`src/rtl/sbc_pkg.sv`:
```
`timescale 1ns / 1ps
// ----------------------------------------------------------------------------
// Split-read breakpoint check package
// Configuration record, check codes, register indexes and reset values.
// ----------------------------------------------------------------------------
package sbc_pkg;

    localparam int CFG_ADDR_BITS = 4;
    localparam int CFG_DATA_BITS = 32;
    localparam int BOUND_BITS    = 34;
    localparam int GAP_BITS      = 21;
    localparam int EXT_BITS      = 16;
    localparam int MAX_GAP_BITS  = 20;
    localparam int OVL_BITS      = 16;
    localparam int TOL_BITS      = 16;

    localparam logic [1:0] REG_MIN_EXT     = 2'd0;
    localparam logic [1:0] REG_MAX_GAP     = 2'd1;
    localparam logic [1:0] REG_MAX_OVERLAP = 2'd2;
    localparam logic [1:0] REG_TOLERANCE   = 2'd3;

    localparam logic [EXT_BITS-1:0]     RST_MIN_EXT     = 16'd100;
    localparam logic [MAX_GAP_BITS-1:0] RST_MAX_GAP     = 20'd1000;
    localparam logic [OVL_BITS-1:0]     RST_MAX_OVERLAP = 16'd50;
    localparam logic [TOL_BITS-1:0]     RST_TOLERANCE   = 16'd0;

    localparam logic [1:0] CHECK_LEFT_FR  = 2'd0;
    localparam logic [1:0] CHECK_LEFT_RF  = 2'd1;
    localparam logic [1:0] CHECK_RIGHT_FR = 2'd2;
    localparam logic [1:0] CHECK_RIGHT_RF = 2'd3;

    typedef struct packed {
        logic [EXT_BITS-1:0]     min_ext;
        logic [MAX_GAP_BITS-1:0] max_gap;
        logic [OVL_BITS-1:0]     max_overlap;
        logic [TOL_BITS-1:0]     tolerance;
    } t_cfg;

    typedef struct packed {
        logic       valid;
        logic [1:0] index;
    } t_op_ctrl;

endpackage

```
`src/rtl/sbc_cfg.sv`:
```
`timescale 1ns / 1ps
// ----------------------------------------------------------------------------
// Split-read breakpoint check configuration registers
// APB-style register file holding the four check thresholds.
// ----------------------------------------------------------------------------
module sbc_cfg (
    input  logic                              i_clk,
    input  logic                              i_rst_n,
    input  logic                              psel,
    input  logic                              penable,
    input  logic                              pwrite,
    input  logic [sbc_pkg::CFG_ADDR_BITS-1:0] paddr,
    input  logic [sbc_pkg::CFG_DATA_BITS-1:0] pwdata,
    output logic [sbc_pkg::CFG_DATA_BITS-1:0] prdata,
    output logic                              pready,
    output sbc_pkg::t_cfg                     o_cfg
);

    sbc_pkg::t_cfg r_cfg;
    logic [1:0]    reg_index;

    assign reg_index = paddr[3:2];
    assign pready    = 1'b1;
    assign o_cfg     = r_cfg;

    always_ff @(posedge i_clk) begin
        if (!i_rst_n) begin
            r_cfg.min_ext     <= sbc_pkg::RST_MIN_EXT;
            r_cfg.max_gap     <= sbc_pkg::RST_MAX_GAP;
            r_cfg.max_overlap <= sbc_pkg::RST_MAX_OVERLAP;
            r_cfg.tolerance   <= sbc_pkg::RST_TOLERANCE;
        end else if (psel && penable && pwrite) begin
            case (reg_index)
                sbc_pkg::REG_MIN_EXT: begin
                    r_cfg.min_ext <= pwdata[sbc_pkg::EXT_BITS-1:0];
                end
                sbc_pkg::REG_MAX_GAP: begin
                    r_cfg.max_gap <= pwdata[sbc_pkg::MAX_GAP_BITS-1:0];
                end
                sbc_pkg::REG_MAX_OVERLAP: begin
                    r_cfg.max_overlap <= pwdata[sbc_pkg::OVL_BITS-1:0];
                end
                sbc_pkg::REG_TOLERANCE: begin
                    r_cfg.tolerance <= pwdata[sbc_pkg::TOL_BITS-1:0];
                end
                default: begin
                end
            endcase
        end
    end

    always_comb begin
        case (reg_index)
            sbc_pkg::REG_MIN_EXT: begin
                prdata = {{(sbc_pkg::CFG_DATA_BITS-sbc_pkg::EXT_BITS){1'b0}},
                          r_cfg.min_ext};
            end
            sbc_pkg::REG_MAX_GAP: begin
                prdata = {{(sbc_pkg::CFG_DATA_BITS-sbc_pkg::MAX_GAP_BITS){1'b0}},
                          r_cfg.max_gap};
            end
            sbc_pkg::REG_MAX_OVERLAP: begin
                prdata = {{(sbc_pkg::CFG_DATA_BITS-sbc_pkg::OVL_BITS){1'b0}},
                          r_cfg.max_overlap};
            end
            sbc_pkg::REG_TOLERANCE: begin
                prdata = {{(sbc_pkg::CFG_DATA_BITS-sbc_pkg::TOL_BITS){1'b0}},
                          r_cfg.tolerance};
            end
            default: begin
                prdata = '0;
            end
        endcase
    end

endmodule

```
`src/rtl/sbc_issue.sv`:
```
`timescale 1ns / 1ps
// ----------------------------------------------------------------------------
// Split-read breakpoint check issue stage
// Holds one alignment pair and issues its four checks, one per cycle while not stalled.
// ----------------------------------------------------------------------------
module sbc_issue #(
    parameter int RB = 32,
    parameter int QB = 24
) (
    input  logic                i_clk,
    input  logic                i_rst_n,
    input  logic                i_valid,
    output logic                o_stall,
    input  logic                i_adv,
    input  logic [QB-1:0]       i_query_length,
    input  logic [RB-1:0]       i_fwd_ref_start,
    input  logic [RB-1:0]       i_fwd_ref_end,
    input  logic [QB-1:0]       i_fwd_qry_start,
    input  logic [QB-1:0]       i_fwd_qry_end,
    input  logic [RB-1:0]       i_rev_ref_start,
    input  logic [RB-1:0]       i_rev_ref_end,
    input  logic [QB-1:0]       i_rev_qry_start,
    input  logic [QB-1:0]       i_rev_qry_end,
    output sbc_pkg::t_op_ctrl   o_ctrl,
    output logic [QB-1:0]       o_q,
    output logic [RB-1:0]       o_a_rs,
    output logic [RB-1:0]       o_a_re,
    output logic [QB-1:0]       o_a_qs,
    output logic [QB-1:0]       o_a_qe,
    output logic [RB-1:0]       o_b_rs,
    output logic [RB-1:0]       o_b_re,
    output logic [QB-1:0]       o_b_qs,
    output logic [QB-1:0]       o_b_qe
);

    logic          r_busy;
    logic [1:0]    r_idx;
    logic [QB-1:0] r_q;
    logic [RB-1:0] r_f_rs, r_f_re, r_r_rs, r_r_re;
    logic [QB-1:0] r_f_qs, r_f_qe, r_r_qs, r_r_qe;
    logic          issue_go;
    logic          last_go;
    logic          accept;
    logic          swap;

    assign issue_go = r_busy && i_adv;
    assign last_go  = issue_go && (r_idx == sbc_pkg::CHECK_RIGHT_RF);
    assign o_stall  = r_busy && !last_go;
    assign accept   = i_valid && !o_stall;

    always_ff @(posedge i_clk) begin
        if (!i_rst_n) begin
            r_busy <= 1'b0;
            r_idx  <= sbc_pkg::CHECK_LEFT_FR;
        end else if (accept) begin
            r_busy <= 1'b1;
            r_idx  <= sbc_pkg::CHECK_LEFT_FR;
        end else if (issue_go) begin
            r_idx <= r_idx + 2'd1;
            if (last_go) begin
                r_busy <= 1'b0;
            end
        end
    end

    always_ff @(posedge i_clk) begin
        if (accept) begin
            r_q    <= i_query_length;
            r_f_rs <= i_fwd_ref_start;
            r_f_re <= i_fwd_ref_end;
            r_f_qs <= i_fwd_qry_start;
            r_f_qe <= i_fwd_qry_end;
            r_r_rs <= i_rev_ref_start;
            r_r_re <= i_rev_ref_end;
            r_r_qs <= i_rev_qry_start;
            r_r_qe <= i_rev_qry_end;
        end
    end

    assign swap = (r_idx == sbc_pkg::CHECK_LEFT_RF) || (r_idx == sbc_pkg::CHECK_RIGHT_RF);

    assign o_ctrl.valid = r_busy;
    assign o_ctrl.index = r_idx;
    assign o_q          = r_q;
    assign o_a_rs       = swap ? r_r_rs : r_f_rs;
    assign o_a_re       = swap ? r_r_re : r_f_re;
    assign o_a_qs       = swap ? r_r_qs : r_f_qs;
    assign o_a_qe       = swap ? r_r_qe : r_f_qe;
    assign o_b_rs       = swap ? r_f_rs : r_r_rs;
    assign o_b_re       = swap ? r_f_re : r_r_re;
    assign o_b_qs       = swap ? r_f_qs : r_r_qs;
    assign o_b_qe       = swap ? r_f_qe : r_r_qe;

endmodule

```
`src/rtl/sbc_pipe.sv`:
```
`timescale 1ns / 1ps
// ----------------------------------------------------------------------------
// Split-read breakpoint check pipeline
// Four register stages: operands, overlap and distance, limit checks with
// partial bounds, final tolerance-widened intervals.
// ----------------------------------------------------------------------------
module sbc_pipe #(
    parameter int RB = 32,
    parameter int QB = 24
) (
    input  logic                              i_clk,
    input  logic                              i_rst_n,
    input  logic                              i_adv,
    input  sbc_pkg::t_op_ctrl                 i_ctrl,
    input  sbc_pkg::t_cfg                     i_cfg,
    input  logic [QB-1:0]                     i_q,
    input  logic [RB-1:0]                     i_a_rs,
    input  logic [RB-1:0]                     i_a_re,
    input  logic [QB-1:0]                     i_a_qs,
    input  logic [QB-1:0]                     i_a_qe,
    input  logic [RB-1:0]                     i_b_rs,
    input  logic [RB-1:0]                     i_b_re,
    input  logic [QB-1:0]                     i_b_qs,
    input  logic [QB-1:0]                     i_b_qe,
    output logic                              o_valid,
    output logic [1:0]                        o_check_index,
    output logic                              o_hit,
    output logic [sbc_pkg::BOUND_BITS-1:0]    o_first_low,
    output logic [sbc_pkg::BOUND_BITS-1:0]    o_first_high,
    output logic [sbc_pkg::BOUND_BITS-1:0]    o_second_low,
    output logic [sbc_pkg::BOUND_BITS-1:0]    o_second_high,
    output logic [sbc_pkg::GAP_BITS-1:0]      o_gap,
    output logic                              o_last
);

    localparam int WA = (RB > QB) ? (RB + 3) : (QB + 3);
    localparam int WX = (WA > sbc_pkg::BOUND_BITS) ? WA : sbc_pkg::BOUND_BITS;

    typedef logic signed [WX-1:0] t_w;

    // Stage A: operands of the check.
    logic a_left;
    t_w   a_ra, a_rb, a_p, a_q, a_lena, a_lenb, a_rae;
    t_w   qx, ext_x, mg_x, mo_x, tol_x;

    logic       r_a_v, r_a_left;
    logic [1:0] r_a_idx;
    t_w         r_a_ra, r_a_rb, r_a_p, r_a_q, r_a_lena, r_a_lenb, r_a_rae;

    // Stage B: overlap and distance.
    logic b_ovl;
    t_w   b_d;
    logic b_rej;

    logic       r_b_v, r_b_left, r_b_ovl, r_b_rej;
    logic [1:0] r_b_idx;
    t_w         r_b_d, r_b_ra, r_b_rb, r_b_lena, r_b_lenb, r_b_rae;

    // Stage C: limit checks and partial bounds.
    t_w   c_de;
    logic c_ok_ovl, c_hit, c_sub;
    t_w   c_lo1, c_hi1, c_lo2, c_hi2, c_gap;

    logic                             r_c_v, r_c_hit;
    logic [1:0]                       r_c_idx;
    t_w                               r_c_lo1, r_c_hi1, r_c_lo2, r_c_hi2;
    logic [sbc_pkg::GAP_BITS-1:0]     r_c_gap;

    // Stage D: output register.
    t_w d_lo1, d_hi1, d_lo2, d_hi2;

    logic                             r_d_v, r_d_hit;
    logic [1:0]                       r_d_idx;
    logic [sbc_pkg::BOUND_BITS-1:0]   r_d_lo1, r_d_hi1, r_d_lo2, r_d_hi2;
    logic [sbc_pkg::GAP_BITS-1:0]     r_d_gap;

    assign ext_x = $signed({{(WX-sbc_pkg::EXT_BITS){1'b0}}, i_cfg.min_ext});
    assign mg_x  = $signed({{(WX-sbc_pkg::MAX_GAP_BITS){1'b0}}, i_cfg.max_gap});
    assign mo_x  = $signed({{(WX-sbc_pkg::OVL_BITS){1'b0}}, i_cfg.max_overlap});
    assign tol_x = $signed({{(WX-sbc_pkg::TOL_BITS){1'b0}}, i_cfg.tolerance});
    assign qx    = $signed({{(WX-QB){1'b0}}, i_q});

    always_comb begin
        a_left = (i_ctrl.index == sbc_pkg::CHECK_LEFT_FR) ||
                 (i_ctrl.index == sbc_pkg::CHECK_LEFT_RF);
        if (a_left) begin
            a_ra = $signed({{(WX-RB){1'b0}}, i_a_re});
            a_rb = $signed({{(WX-RB){1'b0}}, i_b_re});
            a_p  = $signed({{(WX-QB){1'b0}}, i_a_qe});
            a_q  = qx - $signed({{(WX-QB){1'b0}}, i_b_qe});
        end else begin
            a_ra = $signed({{(WX-RB){1'b0}}, i_a_rs});
            a_rb = $signed({{(WX-RB){1'b0}}, i_b_rs});
            a_p  = qx - $signed({{(WX-QB){1'b0}}, i_b_qs});
            a_q  = $signed({{(WX-QB){1'b0}}, i_a_qs});
        end
        a_lena = $signed({{(WX-QB){1'b0}}, i_a_qe}) - $signed({{(WX-QB){1'b0}}, i_a_qs});
        a_lenb = $signed({{(WX-QB){1'b0}}, i_b_qe}) - $signed({{(WX-QB){1'b0}}, i_b_qs});
        a_rae  = a_ra + ext_x;
    end

    always_comb begin
        b_ovl = r_a_p > r_a_q;
        b_d   = b_ovl ? (r_a_p - r_a_q) : (r_a_q - r_a_p);
        b_rej = (r_a_rae > r_a_rb) || ((r_a_p + mg_x) < r_a_q);
    end

    // The side that moves by the distance depends on the check direction
    // and on whether the pieces overlap on the read.
    always_comb begin
        c_de     = r_b_d + ext_x;
        c_ok_ovl = (r_b_lena >= c_de) && (r_b_lenb >= c_de) &&
                   !((r_b_rae + r_b_d) > r_b_rb) && (r_b_d <= mo_x);
        c_hit    = !r_b_rej && (!r_b_ovl || c_ok_ovl);
        c_sub    = r_b_left ? r_b_ovl : !r_b_ovl;
        c_lo1    = c_sub ? (r_b_ra - r_b_d) : r_b_ra;
        c_hi1    = c_sub ? r_b_ra : (r_b_ra + r_b_d);
        c_lo2    = c_sub ? (r_b_rb - r_b_d) : r_b_rb;
        c_hi2    = c_sub ? r_b_rb : (r_b_rb + r_b_d);
        c_gap    = r_b_ovl ? (t_w'(0) - r_b_d) : r_b_d;
    end

    always_comb begin
        d_lo1 = r_c_lo1 - tol_x;
        d_hi1 = r_c_hi1 + tol_x;
        d_lo2 = r_c_lo2 - tol_x;
        d_hi2 = r_c_hi2 + tol_x;
    end

    always_ff @(posedge i_clk) begin
        if (!i_rst_n) begin
            r_a_v <= 1'b0;
            r_b_v <= 1'b0;
            r_c_v <= 1'b0;
            r_d_v <= 1'b0;
        end else if (i_adv) begin
            r_a_v <= i_ctrl.valid;
            r_b_v <= r_a_v;
            r_c_v <= r_b_v;
            r_d_v <= r_c_v;
        end
    end

    always_ff @(posedge i_clk) begin
        if (i_adv) begin
            r_a_left <= a_left;
            r_a_idx  <= i_ctrl.index;
            r_a_ra   <= a_ra;
            r_a_rb   <= a_rb;
            r_a_p    <= a_p;
            r_a_q    <= a_q;
            r_a_lena <= a_lena;
            r_a_lenb <= a_lenb;
            r_a_rae  <= a_rae;

            r_b_left <= r_a_left;
            r_b_idx  <= r_a_idx;
            r_b_ovl  <= b_ovl;
            r_b_rej  <= b_rej;
            r_b_d    <= b_d;
            r_b_ra   <= r_a_ra;
            r_b_rb   <= r_a_rb;
            r_b_lena <= r_a_lena;
            r_b_lenb <= r_a_lenb;
            r_b_rae  <= r_a_rae;

            r_c_idx <= r_b_idx;
            r_c_hit <= c_hit;
            r_c_lo1 <= c_lo1;
            r_c_hi1 <= c_hi1;
            r_c_lo2 <= c_lo2;
            r_c_hi2 <= c_hi2;
            r_c_gap <= c_hit ? c_gap[sbc_pkg::GAP_BITS-1:0] : '0;

            r_d_idx <= r_c_idx;
            r_d_hit <= r_c_hit;
            r_d_gap <= r_c_gap;
            r_d_lo1 <= r_c_hit ? d_lo1[sbc_pkg::BOUND_BITS-1:0] : '0;
            r_d_hi1 <= r_c_hit ? d_hi1[sbc_pkg::BOUND_BITS-1:0] : '0;
            r_d_lo2 <= r_c_hit ? d_lo2[sbc_pkg::BOUND_BITS-1:0] : '0;
            r_d_hi2 <= r_c_hit ? d_hi2[sbc_pkg::BOUND_BITS-1:0] : '0;
        end
    end

    assign o_valid       = r_d_v;
    assign o_check_index = r_d_idx;
    assign o_hit         = r_d_hit;
    assign o_first_low   = r_d_lo1;
    assign o_first_high  = r_d_hi1;
    assign o_second_low  = r_d_lo2;
    assign o_second_high = r_d_hi2;
    assign o_gap         = r_d_gap;
    assign o_last        = (r_d_idx == sbc_pkg::CHECK_RIGHT_RF);

endmodule

```
`src/rtl/split_read_breakpoint_check.sv`:
```
`timescale 1ns / 1ps
// ----------------------------------------------------------------------------
// Split-read breakpoint check
// Runs the four neighbor checks on a forward/reverse alignment pair of one
// read and returns one result transaction per check.
// ----------------------------------------------------------------------------
//  Channel   Direction  Handshake               Content
//  pair      in         i_valid / o_stall       read length, two alignments
//  result    out        o_valid / i_stall       index, hit, intervals, gap
//  config    in         psel/penable/pwrite     four threshold registers
//
//  A pair transaction yields four result transactions, one per cycle while
//  the result channel is not stalled; a new pair is taken as the last check
//  of the held pair issues, since the single result channel is fed from the
//  pair holding register. A pair's results pass stages A, B, C and D in turn.
//  Reset is synchronous and clears all valid bits and loads register defaults.
//  A stalled result freezes the whole pipeline and a busy holding register.
// ----------------------------------------------------------------------------
module split_read_breakpoint_check #(
    parameter int REF_COORD_BITS = 32,
    parameter int QRY_COORD_BITS = 24
) (
    input  logic                              i_clk,
    input  logic                              i_rst_n,
    input  logic                              psel,
    input  logic                              penable,
    input  logic                              pwrite,
    input  logic [sbc_pkg::CFG_ADDR_BITS-1:0] paddr,
    input  logic [sbc_pkg::CFG_DATA_BITS-1:0] pwdata,
    output logic [sbc_pkg::CFG_DATA_BITS-1:0] prdata,
    output logic                              pready,
    input  logic                              i_valid,
    output logic                              o_stall,
    input  logic [QRY_COORD_BITS-1:0]         i_query_length,
    input  logic [REF_COORD_BITS-1:0]         i_fwd_ref_start,
    input  logic [REF_COORD_BITS-1:0]         i_fwd_ref_end,
    input  logic [QRY_COORD_BITS-1:0]         i_fwd_qry_start,
    input  logic [QRY_COORD_BITS-1:0]         i_fwd_qry_end,
    input  logic [REF_COORD_BITS-1:0]         i_rev_ref_start,
    input  logic [REF_COORD_BITS-1:0]         i_rev_ref_end,
    input  logic [QRY_COORD_BITS-1:0]         i_rev_qry_start,
    input  logic [QRY_COORD_BITS-1:0]         i_rev_qry_end,
    output logic                              o_valid,
    input  logic                              i_stall,
    output logic [1:0]                        o_check_index,
    output logic                              o_hit,
    output logic [sbc_pkg::BOUND_BITS-1:0]    o_first_low,
    output logic [sbc_pkg::BOUND_BITS-1:0]    o_first_high,
    output logic [sbc_pkg::BOUND_BITS-1:0]    o_second_low,
    output logic [sbc_pkg::BOUND_BITS-1:0]    o_second_high,
    output logic [sbc_pkg::GAP_BITS-1:0]      o_gap,
    output logic                              o_last
);

    sbc_pkg::t_cfg              cfg;
    sbc_pkg::t_op_ctrl          op_ctrl;
    logic                       adv;
    logic [QRY_COORD_BITS-1:0]  op_q, a_qs, a_qe, b_qs, b_qe;
    logic [REF_COORD_BITS-1:0]  a_rs, a_re, b_rs, b_re;

    assign adv = !o_valid || !i_stall;

    sbc_cfg u_cfg (
        .i_clk   (i_clk),
        .i_rst_n (i_rst_n),
        .psel    (psel),
        .penable (penable),
        .pwrite  (pwrite),
        .paddr   (paddr),
        .pwdata  (pwdata),
        .prdata  (prdata),
        .pready  (pready),
        .o_cfg   (cfg)
    );

    sbc_issue #(
        .RB (REF_COORD_BITS),
        .QB (QRY_COORD_BITS)
    ) u_issue (
        .i_clk           (i_clk),
        .i_rst_n         (i_rst_n),
        .i_valid         (i_valid),
        .o_stall         (o_stall),
        .i_adv           (adv),
        .i_query_length  (i_query_length),
        .i_fwd_ref_start (i_fwd_ref_start),
        .i_fwd_ref_end   (i_fwd_ref_end),
        .i_fwd_qry_start (i_fwd_qry_start),
        .i_fwd_qry_end   (i_fwd_qry_end),
        .i_rev_ref_start (i_rev_ref_start),
        .i_rev_ref_end   (i_rev_ref_end),
        .i_rev_qry_start (i_rev_qry_start),
        .i_rev_qry_end   (i_rev_qry_end),
        .o_ctrl          (op_ctrl),
        .o_q             (op_q),
        .o_a_rs          (a_rs),
        .o_a_re          (a_re),
        .o_a_qs          (a_qs),
        .o_a_qe          (a_qe),
        .o_b_rs          (b_rs),
        .o_b_re          (b_re),
        .o_b_qs          (b_qs),
        .o_b_qe          (b_qe)
    );

    sbc_pipe #(
        .RB (REF_COORD_BITS),
        .QB (QRY_COORD_BITS)
    ) u_pipe (
        .i_clk         (i_clk),
        .i_rst_n       (i_rst_n),
        .i_adv         (adv),
        .i_ctrl        (op_ctrl),
        .i_cfg         (cfg),
        .i_q           (op_q),
        .i_a_rs        (a_rs),
        .i_a_re        (a_re),
        .i_a_qs        (a_qs),
        .i_a_qe        (a_qe),
        .i_b_rs        (b_rs),
        .i_b_re        (b_re),
        .i_b_qs        (b_qs),
        .i_b_qe        (b_qe),
        .o_valid       (o_valid),
        .o_check_index (o_check_index),
        .o_hit         (o_hit),
        .o_first_low   (o_first_low),
        .o_first_high  (o_first_high),
        .o_second_low  (o_second_low),
        .o_second_high (o_second_high),
        .o_gap         (o_gap),
        .o_last        (o_last)
    );

`ifndef SYNTHESIS
    a_last_on_final_check : assert property (@(posedge i_clk) disable iff (!i_rst_n)
        o_valid && o_last |-> o_check_index == sbc_pkg::CHECK_RIGHT_RF)
        else $error("last flag on a check other than the final one");

    a_miss_is_zero : assert property (@(posedge i_clk) disable iff (!i_rst_n)
        o_valid && !o_hit |-> o_gap == '0 && o_first_low == '0 &&
                              o_first_high == '0 && o_second_low == '0 &&
                              o_second_high == '0)
        else $error("miss result carries nonzero interval or gap");

    a_check_order : assert property (@(posedge i_clk) disable iff (!i_rst_n)
        (o_valid && !i_stall) ##1 o_valid |->
            o_check_index == 2'($past(o_check_index) + 2'd1))
        else $error("result transactions out of check order");
`endif

endmodule

```
`config.mk`:
```
export PLATFORM = sky130hd
export DESIGN_NAME = split_read_breakpoint_check
export DESIGN_NICKNAME = d
export VERILOG_FILES = /design/src/rtl/sbc_pkg.sv /design/src/rtl/sbc_cfg.sv /design/src/rtl/sbc_issue.sv /design/src/rtl/sbc_pipe.sv /design/src/rtl/split_read_breakpoint_check.sv
export SDC_FILE = /design/constraint.sdc
export NUM_CORES = 2
export LEC_CHECK = 0
export ABC_AREA = 0
export BUFFER_PORTS_ARGS = -buffer_cell sky130_fd_sc_hd__buf_2
export CORE_UTILIZATION = 60
export CTS_BUF_LIST = sky130_fd_sc_hd__clkbuf_16
export CTS_CLUSTER_DIAMETER = 60
export CTS_CLUSTER_SIZE = 20
export DETAILED_ROUTE_END_ITERATION = 10
export PLACE_DENSITY_LB_ADDON = 0.15
export SLEW_MARGIN = 20
export SYNTH_ARGS = -nofsm -noshare
export SYNTH_HDL_FRONTEND = slang
export SYNTH_SLANG_ARGS = --single-unit
```
`constraint.sdc`:
```
create_clock -name i_clk -period 82.4 [get_ports i_clk]
set_input_delay 4.12 -clock i_clk [delete_from_list [all_inputs] [get_ports i_clk]]
set_output_delay 4.12 -clock i_clk [all_outputs]
set_load 0.02 [all_outputs]
```
==> summary.txt <==
Status
  • Run status: finished, final reports clean

Final layout
  • Layout cells sized above 1: 11.3%
  • Post-Layout Cell Count: 8,027
  • Area delta synth->final: 10.9%
  • Nets@finish: 7,465

Timing
  • Max_slew headroom: 22.7%
  • Fmax achieved: 103 MHz
  • Final setup fails: 0
  • Final Critical Period: 9.68 ns
  • Period utilization: 11.7%
  • Setup TNS: 0 ns
  • Slew Limit Fails: 0
  • Tightest Pin Transition: 1.15 ns
  • Final hold viol count: 0
  • RSZ-0062 raised after global routing: no
  • Final WS setup: 72.72 ns
  • Worst Clk Skew: 0.0488 ns

Global route
  • Vias in the first global route: 45,700
  • Grt total ovfl: 0
  • First-pass GRT wire length: 262,000 um
  • Largest net degree at the start of global routing: 155
  • Antenna violations before repair: 20
  • GRT Total Usage: 32.3%

Worst setup path
  • Worst Path Buf+Inv: 2
  • Required @ worst endpoint: 78.28 ns
  • Setup crit end: o_stall
  • Crit path max-delay cell type: a21boi_0
  • R2r startpoint: u_pipe.r_b_d[1]
  • Startpoint Class: input pin
  • CP Max Fanout: 58
  • Reg2Reg Depth: 29
  • Critical path endpoint category: output port
  • Worst path arrival time: 5.56 ns
  • Crit path kind: input pin to output port
  • Crit path max-delay family: compound AO/OA/AOI/OAI gates
  • Start point of the critical path: i_stall
  • Worst path depth: 4
  • Worst path cell trace: buf_2, nand2_4, a21boi_0, buf_2
  • FF-to-FF setup slack: 74.14 ns
  • Most common cell on crit path: buf_2
  • Slowest Stage Delay on Critical Path: 0.61 ns
  • R2R Path End: u_pipe.r_c_gap[9]

Yosys
  • Post-synthesis sequential area ratio: 47.3%
  • Share of async-settable or async-resettable flops after synthesis: 0%
  • Count leader, synth: edfxtp_1
  • Post-synthesis area per instance: 10.3 um2
  • Post-synthesis adder-cell area fraction: 12.6%
  • Synth unique cells: 86
  • Post-synth EDFFs: 946
  • Post-synth top area cell: edfxtp_1
  • Simple-Gate Fraction of Synth Area: 13.9%
  • Main combinational cell family by area after synthesis: compound AO/OA/AOI/OAI gates
  • Most used flip-flop cell after synthesis: edfxtp_1
  • Compound-gate portion of the synthesized area: 14.6%
  • XOR/XNOR Fraction of Synth Area: 5.75%
  • Mapped Cells: 6,164
  • Post-synthesis mux area share: 2.08%
  • Register bit count reported by yosys: 1,021
  • Yosys warnings: 0
  • Yosys top cell area share: 45.0%
  • Synth top cells by count: edfxtp_1 (946), nand2_1 (737), ha_1 (605)
  • Top post-synthesis cells by area: edfxtp_1 (45%), ha_1 (12%), nand2_1 (4.4%)
  • Area of the mapped netlist: 63,200 um2

Clock tree
  • Root buf cell: clkbuf_16
  • H-tree depth: 3
  • Postcts setup bufs: 0
  • Post-CTS resize count: 0
  • CTS tree: done
  • Clock buffer depth: 3
  • Hold buffers post-CTS: 0
  • Clk_lat worst skew: 0.71 ns
  • CTS clk-pin slew, worst paths: 0.07 ns
  • Number of CTS-inserted buffers: 92
  • Sink Count: 1,021

Detailed routing
  • DR iter-0 viols: 3,893
  • Antenna Nets Post-Route: 0
  • Routed WL: 175,000 um
  • Per-cell routed wire length: 21.9 um
  • First-pass DRT Iterations: 5
  • Routed vias/inst: 5.94
  • # DRC: 0
  • Vias: 47,700

Floorplan
  • Chip width: 327 um
  • IO Pins: 487
  • Rows: 118
  • Core footprint: 104,000 um2
  • Die ar.: 107,000 um2
  • Die Span Y: 327 um
  • Initial core utilization: 60.8%

Job
  • Max Cap Violations: 0

Power
  • Peak VDD IR: 0.0256 mV
  • Power per standard cell area: 35.2 nW/um2
  • Leak: 29.8 nW
  • Total Power: 2.47 mW

Placement
  • Place WS: 72.72 ns
  • Gpl congestion: 0.979
  • Detail Placement HPWL: 139,000 um
  • Placed cells: 7,837
  • # port buffers: 459

Worst hold path
  • Min-Delay Path Depth: 0
  • Hold Crit Class: flop to flop
## power breakdown
group	internal [mW]	switching [mW]
logic	0.460	0.722
clock network	0.229	0.227
registers	0.732	0.0963
## sequential cells by signal (all words and copies together) (netlist names), 33 cells and up
| register | count |
|---|---|
| u_pipe.r_c_hi2 | 34 |
| u_pipe.r_c_lo2 | 34 |
| u_pipe.r_c_lo1 | 34 |
| u_pipe.o_second_high | 34 |
| u_pipe.r_c_hi1 | 34 |
| u_pipe.o_first_high | 34 |
| u_pipe.o_first_low | 34 |
| u_cfg.o_cfg | 68 |
| u_pipe.r_b_rae | 33 |
| u_pipe.r_a_rae | 33 |
| u_pipe.o_second_low | 34 |
## kinds of logic after synthesis
kind of cell,count (synthesis)
other,2
adders and majority gates,625
DFF,1021
muxes,109
and+or+nand+nor,1922
xor gates and xnor gates,415
buffers and inverters,601
AOI/OAI and AO/OA,1469
## cell type report
| cell class | count | area (um2) |
|---|---|---|
| antenna | 19 | 47.5 |
| clock buffer | 93 | 2330 |
| clock inverter | 78 | 916 |
| fill | 8025 | 33900 |
| inverter | 379 | 1430 |
| multi-input combinational | 4553 | 31100 |
| sequential | 1021 | 29900 |
| tap | 1380 | 1730 |
| timing repair buffer | 504 | 2660 |
## stage by stage
stage	instance area [um2]	util, %	hold slack (ns)
floorplan	63200	-	0.400
global placement	66800	64.3	0.401
detailed placement	66800	64.3	0.405
CTS	70000	67.4	0.386
global route	70100	67.4	0.391
finish	70100	67.4	0.390
## placed cells by master, fill, tap and decap left out, types with 19 or more instances in the layout
cell,instances
a211oi_1,84
a21boi_0,82
a21o_1,125
a21oi_1,416
a31oi_1,96
and2_1,28
and3_1,36
buf_2,458
buf_4,44
clkbuf_16,93
dfxtp_1,75
diode_2,19
edfxtp_1,946
ha_1,604
inv_1,380
mux2i_1,76
nand2_1,736
nand2b_1,79
nand3_1,122
nand4_1,52
nor2_1,452
nor2b_1,132
nor3_1,135
nor4_1,20
o211ai_1,25
o21a_1,60
o21ai_0,343
o21bai_1,51
o31ai_1,35
or2_2,24
or3_1,49
xnor2_1,301
xor2_1,112
## how the worst min path moves through the flow
stage,slack [ns],start,end
2_1_floorplan,0.40,u_pipe.r_c_idx[0],u_pipe.o_check_index[0]
3_5_place_dp,0.40,u_pipe.r_c_gap[4],u_pipe.o_gap[4]
5_1_grt,0.39,u_pipe.r_a_lena[9],u_pipe.r_b_lena[9]
3_3_place_gp,0.40,u_pipe.r_a_lena[33],u_pipe.r_b_lena[33]
4_1_cts,0.39,u_pipe.r_a_lena[9],u_pipe.r_b_lena[9]
6_report,0.39,u_pipe.r_a_lena[9],u_pipe.r_b_lena[9]
## worst register-to-register path: cells and delay by family, from the launching register on
family	cells	cell delay (ns)
AO/OA/AOI/OAI	14	3.75
XOR/XNOR	1	0.46
adder cells (fa/ha/maj)	3	1.12
buffers and inverters	3	0.99
flip-flops	1	0.37
AND/OR/NAND/NOR	8	1.42
## routing by layer
metal	routed length [um]	track usage [%]	vias up
met5	13	0	-
met4	9940	16.9	2
met3	10800	4.28	355
met2	82500	53.8	1676
met1	72100	41.3	22600
li1	-	-	23100
Note: power is estimated with default switching activity, not from simulation.
